[src/rtl/pud_pkg.sv]
package pud_pkg;

   localparam int QDepth = 4;
   localparam int QPtrW  = $clog2(QDepth);
   localparam int QCntW  = $clog2(QDepth + 1);

   localparam logic [7:0] CharPlus  = 8'h2B;
   localparam logic [7:0] CharPct   = 8'h25;
   localparam logic [7:0] CharSpace = 8'h20;
   // an escape spelling 0x30..0x39 is passed through as literal text
   localparam logic [3:0] DigitHiNibble = 4'h3;
   localparam logic [3:0] DigitLoMax    = 4'h9;

   typedef enum logic [2:0] {
      EscIdle  = 3'b001,
      EscPct   = 3'b010,
      EscDigit = 3'b100
   } esc_state_type;

   // up to three output bytes caused by one input byte, lowest index first
   typedef struct packed {
      logic [2:0][7:0] data;
      logic [1:0]      cnt;
      logic            msg_end;
   } bundle_type;

   typedef struct packed {
      logic full;
      logic empty;
   } queue_status_type;

   typedef struct packed {
      logic       ok;
      logic [3:0] val;
   } hex_type;

   function automatic hex_type hex_digit(logic [7:0] c);
      hex_type r;
      r.ok  = 1'b0;
      r.val = c[3:0];
      if (c[7:4] == 4'h3 && c[3:0] <= 4'h9) begin
         r.ok = 1'b1;
      end else if ((c[7:4] == 4'h4 || c[7:4] == 4'h6) && c[3:0] >= 4'h1 && c[3:0] <= 4'h6) begin
         r.ok  = 1'b1;
         r.val = c[3:0] + 4'd9;
      end
      return r;
   endfunction

   function automatic bundle_type append_byte(bundle_type bd, logic [7:0] b);
      bundle_type r;
      r = bd;
      case (bd.cnt)
         2'd0: begin
            r.data[0] = b;
         end
         2'd1: begin
            r.data[1] = b;
         end
         default: begin
            r.data[2] = b;
         end
      endcase
      r.cnt = bd.cnt + 2'd1;
      return r;
   endfunction

endpackage

[src/rtl/pud_front.sv]
module pud_front
   import pud_pkg::*;
(
   input  logic             clock,
   input  logic             reset,
   input  logic             req_tvalid,
   output logic             req_tready,
   input  logic [7:0]       req_tdata,
   input  logic             req_tlast,
   input  queue_status_type q_status,
   output logic             q_push,
   output bundle_type       q_bundle
);

   esc_state_type state_ff, state_in;
   logic [7:0]    held_ff, held_in;
   logic          accept;
   logic          run_plain;
   hex_type       hb, hh;
   bundle_type    bd;

   assign req_tready = !q_status.full;
   assign accept     = req_tvalid && req_tready;

   always_comb begin
      bd        = '0;
      state_in  = state_ff;
      held_in   = held_ff;
      run_plain = 1'b0;
      hb        = hex_digit(req_tdata);
      hh        = hex_digit(held_ff);
      case (state_ff)
         EscPct: begin
            if (hb.ok) begin
               held_in  = req_tdata;
               state_in = EscDigit;
            end else begin
               bd        = append_byte(bd, CharPct);
               state_in  = EscIdle;
               run_plain = 1'b1;
            end
         end
         EscDigit: begin
            state_in = EscIdle;
            if (hb.ok && hh.ok) begin
               if (hh.val == DigitHiNibble && hb.val <= DigitLoMax) begin
                  bd = append_byte(bd, CharPct);
                  bd = append_byte(bd, held_ff);
                  bd = append_byte(bd, req_tdata);
               end else begin
                  bd = append_byte(bd, {hh.val, hb.val});
               end
            end else begin
               bd        = append_byte(bd, CharPct);
               bd        = append_byte(bd, held_ff);
               run_plain = 1'b1;
            end
         end
         default: begin
            state_in  = EscIdle;
            run_plain = 1'b1;
         end
      endcase

      if (run_plain) begin
         if (req_tdata == CharPlus) begin
            bd = append_byte(bd, CharSpace);
         end else if (req_tdata == CharPct) begin
            state_in = EscPct;
         end else begin
            bd = append_byte(bd, req_tdata);
         end
      end

      // flush a pending escape at the end of the message
      if (req_tlast) begin
         if (state_in == EscPct) begin
            bd = append_byte(bd, CharPct);
         end else if (state_in == EscDigit) begin
            bd = append_byte(bd, CharPct);
            bd = append_byte(bd, held_in);
         end
         state_in = EscIdle;
      end
      bd.msg_end = req_tlast;
   end

   assign q_push   = accept && (bd.cnt != 2'd0);
   assign q_bundle = bd;

   always_ff @(posedge clock) begin
      if (reset) begin
         state_ff <= EscIdle;
      end else if (accept) begin
         state_ff <= state_in;
      end
   end

   always_ff @(posedge clock) begin
      if (accept) begin
         held_ff <= held_in;
      end
   end

   a_end_pushes: assert property (@(posedge clock) disable iff (reset)
      accept && req_tlast |-> q_push)
      else $error("message end transfer produced no output");

   a_end_idles: assert property (@(posedge clock) disable iff (reset)
      accept && req_tlast |=> state_ff == EscIdle)
      else $error("escape still pending after message end");

endmodule

[src/rtl/pud_queue.sv]
module pud_queue
   import pud_pkg::*;
(
   input  logic             clock,
   input  logic             reset,
   input  logic             push,
   input  bundle_type       push_bundle,
   input  logic             pop,
   output bundle_type       head_bundle,
   output queue_status_type status
);

   bundle_type       mem_ff [QDepth];
   logic [QPtrW-1:0] wr_ptr_ff, rd_ptr_ff;
   logic [QCntW-1:0] count_ff, count_in;
   logic             do_push, do_pop;

   assign status.full  = count_ff == QCntW'(QDepth);
   assign status.empty = count_ff == '0;
   assign do_push      = push && !status.full;
   assign do_pop       = pop && !status.empty;
   assign head_bundle  = mem_ff[rd_ptr_ff];

   always_comb begin
      count_in = count_ff;
      if (do_push && !do_pop) begin
         count_in = count_ff + 1'b1;
      end else if (do_pop && !do_push) begin
         count_in = count_ff - 1'b1;
      end
   end

   always_ff @(posedge clock) begin
      if (reset) begin
         wr_ptr_ff <= '0;
         rd_ptr_ff <= '0;
         count_ff  <= '0;
      end else begin
         count_ff <= count_in;
         if (do_push) begin
            wr_ptr_ff <= wr_ptr_ff + 1'b1;
         end
         if (do_pop) begin
            rd_ptr_ff <= rd_ptr_ff + 1'b1;
         end
      end
   end

   always_ff @(posedge clock) begin
      if (do_push) begin
         mem_ff[wr_ptr_ff] <= push_bundle;
      end
   end

   a_no_overflow: assert property (@(posedge clock) disable iff (reset)
      !(push && status.full))
      else $error("push into full queue");

endmodule

[src/rtl/pud_back.sv]
module pud_back
   import pud_pkg::*;
(
   input  logic             clock,
   input  logic             reset,
   input  bundle_type       head_bundle,
   input  queue_status_type q_status,
   output logic             q_pop,
   output logic             rsp_tvalid,
   input  logic             rsp_tready,
   output logic [7:0]       rsp_tdata,
   output logic             rsp_tlast,
   output logic             rsp_tuser
);

   logic [1:0] idx_ff, idx_in;
   logic       valid_ff, valid_in;
   logic [7:0] data_ff;
   logic       last_ff, done_ff;
   logic       advance, take, at_last;
   logic [7:0] cur_byte;

   assign advance = !valid_ff || rsp_tready;
   assign take    = advance && !q_status.empty;
   assign at_last = idx_ff == (head_bundle.cnt - 2'd1);
   assign q_pop   = take && at_last;

   always_comb begin
      case (idx_ff)
         2'd0: begin
            cur_byte = head_bundle.data[0];
         end
         2'd1: begin
            cur_byte = head_bundle.data[1];
         end
         default: begin
            cur_byte = head_bundle.data[2];
         end
      endcase
   end

   always_comb begin
      idx_in   = idx_ff;
      valid_in = valid_ff;
      if (advance) begin
         valid_in = take;
      end
      if (take) begin
         idx_in = at_last ? 2'd0 : idx_ff + 2'd1;
      end
   end

   always_ff @(posedge clock) begin
      if (reset) begin
         valid_ff <= 1'b0;
         idx_ff   <= 2'd0;
      end else begin
         valid_ff <= valid_in;
         idx_ff   <= idx_in;
      end
   end

   always_ff @(posedge clock) begin
      if (take) begin
         data_ff <= cur_byte;
         last_ff <= at_last;
         done_ff <= at_last && head_bundle.msg_end;
      end
   end

   assign rsp_tvalid = valid_ff;
   assign rsp_tdata  = data_ff;
   assign rsp_tlast  = last_ff;
   assign rsp_tuser  = done_ff;

   a_idx_mid_bundle: assert property (@(posedge clock) disable iff (reset)
      idx_ff != 2'd0 |-> !q_status.empty)
      else $error("byte index advanced with no bundle queued");

   a_idx_in_range: assert property (@(posedge clock) disable iff (reset)
      !q_status.empty |-> idx_ff < head_bundle.cnt)
      else $error("byte index past bundle length");

endmodule

[src/rtl/percent_url_decoder_core.sv]
// URL percent-decoder. One encoded byte is taken per transfer on req_*; '+' turns into
// a space, '%' plus two hex digits into the byte they spell (escapes that spell an
// ASCII digit, and broken escapes, come out as literal text), and any escape still
// open at req_tlast is flushed literally. Each input byte gives zero to three output
// bytes; rsp_tlast marks the last one caused by that input byte and rsp_tuser the
// last byte of the message. Input is taken at one byte per cycle while the 4-entry
// queue between the classifier and the output serializer has room; output runs at
// one byte per cycle while rsp_tready is high and the queue holds bytes. An accepted
// input byte is first written into the queue, and its first output byte is then
// loaded into the output register.
module percent_url_decoder_core
   import pud_pkg::*;
(
   input  logic       clock,
   input  logic       reset,
   input  logic       req_tvalid,
   output logic       req_tready,
   input  logic [7:0] req_tdata,   // [7:0] in_byte
   input  logic       req_tlast,   // message_end
   output logic       rsp_tvalid,
   input  logic       rsp_tready,
   output logic [7:0] rsp_tdata,   // [7:0] out_byte
   output logic       rsp_tlast,   // run_last
   output logic       rsp_tuser    // message_done
);

   queue_status_type q_status;
   logic             q_push, q_pop;
   bundle_type       push_bundle, head_bundle;

   pud_front u_front (
      .clock      (clock),
      .reset      (reset),
      .req_tvalid (req_tvalid),
      .req_tready (req_tready),
      .req_tdata  (req_tdata),
      .req_tlast  (req_tlast),
      .q_status   (q_status),
      .q_push     (q_push),
      .q_bundle   (push_bundle)
   );

   pud_queue u_queue (
      .clock       (clock),
      .reset       (reset),
      .push        (q_push),
      .push_bundle (push_bundle),
      .pop         (q_pop),
      .head_bundle (head_bundle),
      .status      (q_status)
   );

   pud_back u_back (
      .clock       (clock),
      .reset       (reset),
      .head_bundle (head_bundle),
      .q_status    (q_status),
      .q_pop       (q_pop),
      .rsp_tvalid  (rsp_tvalid),
      .rsp_tready  (rsp_tready),
      .rsp_tdata   (rsp_tdata),
      .rsp_tlast   (rsp_tlast),
      .rsp_tuser   (rsp_tuser)
   );

endmodule

[config.mk]
export PLATFORM = sky130hd
export DESIGN_NAME = percent_url_decoder_core
export DESIGN_NICKNAME = d
export VERILOG_FILES = /design/src/rtl/pud_pkg.sv /design/src/rtl/pud_front.sv /design/src/rtl/pud_queue.sv /design/src/rtl/pud_back.sv /design/src/rtl/percent_url_decoder_core.sv
export SDC_FILE = /design/constraint.sdc
export NUM_CORES = 1
export LEC_CHECK = 0
export ABC_AREA = 1
export BUFFER_PORTS_ARGS = -buffer_cell sky130_fd_sc_hd__buf_4
export CAP_MARGIN = 20
export CORE_MARGIN = 8
export CORE_UTILIZATION = 50
export CTS_BUF_LIST = sky130_fd_sc_hd__clkbuf_8
export CTS_CLUSTER_SIZE = 30
export DETAILED_ROUTE_END_ITERATION = 6
export PLACE_DENSITY = 0.69
export SKIP_LAST_GASP = 1
export SYNTH_ARGS = -nofsm -noshare
export SYNTH_HDL_FRONTEND = slang
export SYNTH_SLANG_ARGS = --single-unit
[constraint.sdc]
create_clock -name clock -period 4.5 [get_ports clock]
set_clock_uncertainty 0.05 [all_clocks]
set_input_delay 0.45 -clock clock [delete_from_list [all_inputs] [get_ports clock]]
set_output_delay 0.45 -clock clock [all_outputs]
set_load 0.1 [all_outputs]
==> impl_metrics.env, run 1 <==
export IMPL_outcome="complete, no violations"
export IMPL_min_to="u_front.state_ff[2]$_SDFFE_PP0P_"
export IMPL_endpoint_kind="flop"
export IMPL_ys_warn_count=0
export IMPL_num_io_pins=25
export IMPL_syn_num_nets=734
export IMPL_powerDensity_nw_per_um2=530
export IMPL_setup_violations_final=0
export IMPL_critPathLaunchType="flop"
export IMPL_worstHoldStart="reset"
export IMPL_place_congestion=0.967
export IMPL_seq_area_frac_synth_pct=57.7
export IMPL_synth_async_reset_ratio_pct=0
export IMPL_diodes=0
export IMPL_synth_cell_types=48
export IMPL_cp_arrival_ns=4.50
export IMPL_synth_xor_area_share_pct=0.371
export IMPL_synth_top_family_by_area="simple AND/OR/NAND/NOR gates"
export IMPL_holdBufCountCts=0
export IMPL_drive_gt1_share_pct=20.1
export IMPL_whs_path_depth=2
export IMPL_syn_to_final_growth_pct=14.9
export IMPL_clk_pin_slew_ns=0.09
export IMPL_synth_compound_area_share_pct=14.2
export IMPL_critPathMostFrequentCell="nand2_4"
export IMPL_port_buffer_count=24
export IMPL_synthSimpleGateAreaFrac_pct=17.9
export IMPL_grt_max_degree=55
export IMPL_hold_class="primary input to flop"
export IMPL_reg2reg_to="u_queue.count_ff[2]$_SDFFE_PP0P_"
export IMPL_cts_root_buf="clkbuf_8"
export IMPL_ant_nets=0
export IMPL_setup_tns_ns=0
export IMPL_slew_violations=0
export IMPL_cts_made_buffers=17
export IMPL_timing_rr_start="u_front.held_ff[1]$_DFFE_PP_"
export IMPL_period_share_pct=93.7
export IMPL_holdWs_ns=0.155
export IMPL_die_x_um=135
export IMPL_grt_use_total_pct=19.4
export IMPL_synth_most_common_cell="edfxtp_1"
export IMPL_grt_pass1_vias=5178
export IMPL_syn_cell_area_sq_um=7080
export IMPL_crit_required_ns=4.78
export IMPL_r2r_cells=31
export IMPL_finalCriticalPeriod_ns=4.22
export IMPL_avgSynthCellArea_sq_um=10.1
export IMPL_relSlewSlack_pct=52.3
export IMPL_synthMuxAreaShare_pct=0
export IMPL_peakVddDrop_mv=0.223
export IMPL_start_util_pct=51.0
export IMPL_p_leak_nw=3.14
export IMPL_slowest_delay_ns=0.41
export IMPL_synth_fa_ha_area_share_pct=4.00
export IMPL_tightest_slew_ns=0.713
export IMPL_routed_wl_mm=17.3
export IMPL_drc=0
export IMPL_dp_hpwl_mm=11.9
export IMPL_ys_ff_latch=141
export IMPL_crit_fanout=5
export IMPL_final_nets=784
export IMPL_synth_top_cell_area_share_pct=53.5
export IMPL_overflow=0
export IMPL_maxCapViolCount=0
export IMPL_postSynthCellCount=699
export IMPL_totalPowerFinal_mw=4.31
export IMPL_num_vias=5362
export IMPL_synth_commonest_cells="edfxtp_1 (126), nand2_1 (97), nor2_1 (95)"
export IMPL_clock_latency_ns=0.44
export IMPL_viasPerCell=5.69
export IMPL_finalHoldViolCount=0
export IMPL_die_area_sq_um=18200
export IMPL_antenna_found_initial=0
export IMPL_die_y_um=135
export IMPL_grt_pass1_wl_mm=27.2
export IMPL_max_clock_freq_mhz=237
export IMPL_regToRegSetupSlack_ns=0.28
export IMPL_yosys_area_top_type="edfxtp_1"
export IMPL_synth_area_leaders="edfxtp_1 (53%), o21ai_0 (5.2%), nand2_1 (5.1%)"
export IMPL_clock_sinks=141
export IMPL_clock_path_buffers=2
export IMPL_synthFlopType="edfxtp_1"
export IMPL_cts_max_level=4
export IMPL_core_area_sq_um=13900
export IMPL_cts_tree="yes"
export IMPL_std_cell_rows=43
export IMPL_slowest_stage="edfxtp_1"
export IMPL_drt_first_pass_iters=5
export IMPL_synth_edf_count=126
export IMPL_wire_per_inst_um=18.3
export IMPL_crit_type="flop to flop"
export IMPL_drt_iter0_markers=441
==> power by group <==
part           leakage, nW  internal [mW]  switching, mW
clock                0.205          0.578          0.480
sequential            1.30           1.64         0.0746
combinational         1.64          0.407           1.13
==> cell usage in the layout, fill, tap and decap left out, types with 5 or more instances in the layout <==
cell type    n
nand3_1     23
o21ai_0     70
nand2_4      9
ha_1        19
o21ai_1     10
nor2_1      94
o211ai_1     7
nand3_2      5
inv_1       65
nor2_2       6
dfxtp_1     15
buf_4       49
nand2_2     11
o22ai_1     34
inv_2       15
clkbuf_8    19
a21oi_1     21
edfxtp_1   126
a22oi_1      5
nand2_1     94
==> kinds of logic after synthesis <==
kind of cell | after synthesis
flip-flops | 141
XOR/XNOR | 3
adder cells (fa/ha/maj) | 22
AO/OA/AOI/OAI | 169
buffers and inverters | 104
AND/OR/NAND/NOR | 260
==> final cells by class <==
type	instances	area (sq um)
multi-input cells	454	2640
clock buffers	19	262
repair buffers	53	448
flip-flops and latches	141	4080
well taps	180	225
clock inverters	13	161
fillers	1148	5750
inverters	82	309
==> stage by stage <==
step | instances | instance area, sq um | setup WS, ns | util [%]
final | 942 | 8130 | 0.282 | 58.5
after global placement | 902 | 7580 | 0.115 | 54.6
after CTS | 937 | 8030 | 0.00876 | 57.9
after global routing | 942 | 8130 | -0.00746 | 58.5
after floorplan | 699 | 7080 | 0.283 | -
after detailed placement | 902 | 7580 | -0.109 | 54.6
==> how the worst max path moves through the flow <==
stage | from | slack [ns] | cells after the start | end
after global placement | u_front.held_ff[0]$_DFFE_PP_ | 0.11 | 33 | u_queue.count_ff[2]$_SDFFE_PP0P_
after global routing | u_front.held_ff[0]$_DFFE_PP_ | -0.007 | 33 | u_queue.count_ff[2]$_SDFFE_PP0P_
after detailed placement | u_front.held_ff[0]$_DFFE_PP_ | -0.11 | 33 | u_queue.count_ff[2]$_SDFFE_PP0P_
after floorplan | u_front.held_ff[1]$_DFFE_PP_ | 0.28 | 33 | u_queue.count_ff[2]$_SDFFE_PP0P_
after CTS | u_front.held_ff[0]$_DFFE_PP_ | 0.009 | 33 | u_queue.count_ff[2]$_SDFFE_PP0P_
final | u_front.held_ff[1]$_DFFE_PP_ | 0.28 | 31 | u_queue.count_ff[2]$_SDFFE_PP0P_
==> worst max-delay path, delay by kind of cell, from the launching register on <==
family          cells  cell delay [ns]
simple gates       17             1.59
fa+ha+maj           5             1.19
compound gates      5             0.47
flops               1             0.41
buf+inv             4             0.37
==> state kept, by name (all words and copies together), names as in the netlist, named ones only <==
name,count
u_back.idx_ff,2
u_back.rsp_tvalid,1
u_front.held_ff,8
u_back.rsp_tlast,1
u_back.rsp_tuser,1
u_queue.mem_ff,108
u_queue.rd_ptr_ff,2
u_queue.count_ff,3
u_back.rsp_tdata,8
u_queue.wr_ptr_ff,2
u_front.state_ff,3
==> metal layers <==
layer | vias up | track usage [%] | share of wire [%]
met5 | - | 0 | 0
met4 | 0 | 8.57 | 2.4
met3 | 32 | 4.38 | 6.8
met2 | 209 | 31.1 | 48
met1 | 2585 | 24.6 | 43
li1 | 2536 | - | -
==> timing repair <==
| action | CTS | global route |
|---|---|---|
| setup endpoints to repair | 1 | 2 |
| pin swaps | 2 | 7 |
| gates resized for setup | 1 | 18 |
| buffers inserted | 3 | 5 |
Note: power is estimated with default switching activity, not from simulation.
==> run 2, diff against run 1 <==
PLACE_DENSITY = 0.67   (was 0.69)
clock period = 4.6 ns   (was 4.5 ns; I/O delays follow)
==> run 2 against run 1 <==
Maximum frequency down 2.3%. Clock power is 18% lower. Setup slack got worse by 0.0014 ns. Hold slack improved by 0.022 ns. Core utilization fell by 0.96 points. Flip-flop and latch count is the same. First-iteration DRC count up 15%. Critical path depth did not move. Wire length shrank 4.3%. Combinational power shrank 3%. Critical path type unchanged. Critical endpoint unchanged. Largest power group unchanged.
==> impl_metrics.env, run 2 (synthesis results as in run 1) <==
export IMPL_slowest_delay_ns=0.47
export IMPL_clock_path_buffers=2
export IMPL_antenna_found_initial=0
export IMPL_num_io_pins=25
export IMPL_p_clk_share_pct=21.5
export IMPL_switching_share_pct=39.0
export IMPL_crit_fanout=5
export IMPL_largest_register_ffs=108
export IMPL_clock_latency_ns=0.43
export IMPL_routed_wl_mm=16.5
export IMPL_combPwrFrac_pct=36.8
export IMPL_die_x_um=135
export IMPL_die_y_um=135
export IMPL_hold_class="primary input to flop"
export IMPL_final_nets=778
export IMPL_powerDensity_nw_per_um2=505
export IMPL_r2r_cells=31
export IMPL_tightest_slew_ns=0.865
export IMPL_intPower_mw=2.46
export IMPL_maxCapViolCount=0
export IMPL_cts_made_buffers=17
export IMPL_endpoint_kind="flop"
export IMPL_drt_met1_wl_mm=7.40
export IMPL_grt_pass1_wl_mm=26.3
export IMPL_dr_wl_met3_um=820
export IMPL_setup_violations_final=0
export IMPL_cts_tree="yes"
export IMPL_worstHoldStart="reset"
export IMPL_critPathMostFrequentCell="nand2_4"
export IMPL_final_common_cell="edfxtp_1"
export IMPL_ant_nets=0
export IMPL_grt_use_total_pct=18.8
export IMPL_die_area_sq_um=18200
export IMPL_setup_worst_path_start="u_front.held_ff[1]$_DFFE_PP_"
export IMPL_final_cells=934
export IMPL_seq_area_sq_um=4080
export IMPL_start_util_pct=51.0
export IMPL_grt_pass1_vias=5022
export IMPL_multi_input_area_sq_um=2620
export IMPL_whs_path_depth=2
export IMPL_syn_to_final_growth_pct=13.0
export IMPL_dp_hpwl_mm=11.6
export IMPL_relSlewSlack_pct=42.3
export IMPL_crit_required_ns=4.87
export IMPL_min_to="u_front.state_ff[2]$_SDFFE_PP0P_"
export IMPL_most_common_layout_cells="edfxtp_1 (126), nand2_1 (94), nor2_1 (94), o21ai_0 (70), inv_1 (68)"
export IMPL_peakVddDrop_mv=0.275
export IMPL_wl_met2_mm=7.92
export IMPL_std_cell_rows=43
export IMPL_cts_max_level=4
export IMPL_wire_per_inst_um=17.7
export IMPL_grt_max_degree=55
export IMPL_period_share_pct=93.9
export IMPL_critPathLaunchType="flop"
export IMPL_crit_type="flop to flop"
export IMPL_drive_gt1_share_pct=18.3
export IMPL_fillCellCount=1164
export IMPL_slew_violations=0
export IMPL_num_vias=5200
export IMPL_port_buffer_count=24
export IMPL_reg2reg_to="u_queue.count_ff[2]$_SDFFE_PP0P_"
export IMPL_timing_rr_start="u_front.held_ff[1]$_DFFE_PP_"
export IMPL_drc=0
export IMPL_place_congestion=0.943
export IMPL_overflow=0
export IMPL_drt_first_pass_iters=5
export IMPL_outcome="complete, no violations"
export IMPL_setup_ws_ns=0.281
export IMPL_place_ws_ns=-0.144
export IMPL_place_inst=900
export IMPL_slowest_stage="edfxtp_1"
export IMPL_regMostFlops="u_queue.mem_ff"
export IMPL_diodes=0
export IMPL_core_area_sq_um=13900
export IMPL_seqPwrFrac_pct=41.7
export IMPL_highest_layer="met4"
export IMPL_viasPerCell=5.57
export IMPL_regToRegSetupSlack_ns=0.28
export IMPL_p_leak_nw=3.09
export IMPL_finalCriticalPeriod_ns=4.32
export IMPL_max_clock_freq_mhz=232
export IMPL_switchingPower_mw=1.57
export IMPL_clock_sinks=141
export IMPL_post_dp_cell_area_sq_um=7570
export IMPL_cts_root_buf="clkbuf_8"
export IMPL_finalHoldViolCount=0
export IMPL_drt_iter0_markers=506
export IMPL_final_area_sq_um=7990
export IMPL_cp_arrival_ns=4.59
export IMPL_clk_pin_slew_ns=0.07
run 2: cell count changes in the layout (fill, tap and decap cells not counted), moves of 2 or more:
cell	delta
clkinv_2	-2
clkinvlp_4	-3
inv_6	-2
clkinv_1	+5
inv_1	+3
clkbuf_8	-2
buf_4	-7
run 2: power by group through the flow:
stage	Combinational [mW]	Clock (mW)	Sequential (mW)
after floorplan	0.731	0	2.06
after global placement	1.43	0	1.70
after detailed placement	1.46	0	1.71
after CTS	1.47	0.886	1.68
after global routing	1.63	0.940	1.70
final	1.48	0.869	1.68
run 2: worst max path at each step:
stage                                            end  slack, ns
finish              u_queue.count_ff[2]$_SDFFE_PP0P_       0.28
global route        u_queue.count_ff[2]$_SDFFE_PP0P_      -0.01
CTS                 u_queue.count_ff[2]$_SDFFE_PP0P_      0.007
detailed placement  u_queue.count_ff[2]$_SDFFE_PP0P_      -0.14
global placement    u_queue.count_ff[2]$_SDFFE_PP0P_       0.12
floorplan           u_queue.count_ff[2]$_SDFFE_PP0P_       0.38
run 2: repair_timing:
| action | in CTS | in global routing |
|---|---|---|
| buffers inserted | 2 | 2 |
| pin swaps | 1 | 9 |
| hold buffers | 0 | 0 |
| resized for setup | 4 | 16 |
| setup endpoints to repair | 1 | 2 |
run 2: worst max-delay path: cells and delay by family (launching register included):
| kind | cells | cell delay (ns) |
|---|---|---|
| flip-flops | 1 | 0.47 |
| AO/OA/AOI/OAI | 5 | 0.48 |
| AND/OR/NAND/NOR | 17 | 1.58 |
| adder cells (fa/ha/maj) | 5 | 1.29 |
| buffers and inverters | 4 | 0.35 |
run 2: stage by stage:
step           setup TNS, ns  util (%)  total power, mW  hold WS, ns
3_5_place_dp          -0.144      54.5             3.17        0.444
3_3_place_gp               0      54.5             3.14        0.416
6_report                   0      57.6             4.04        0.177
2_1_floorplan              0         -             2.79        0.406
4_1_cts                    0      57.1             4.04        0.150
5_1_grt              -0.0117      57.6             4.27        0.153
run 2: area by class of cell:
cell class              count  area share (%)
clock buffers              17            2.93
clock inverters            13            1.39
inverters                  82            3.87
multi-input cells         454            32.8
flip-flops and latches    141            51.1
well taps                 180            2.82
repair buffers             47            5.09
run 2: per-layer routing:
layer / track usage (%) / vias to the layer above
met2: 30.2 / 147
met1: 23.9 / 2498
met4: 8.95 / 0
li1: - / 2529
met3: 3.60 / 26
met5: 0 / -
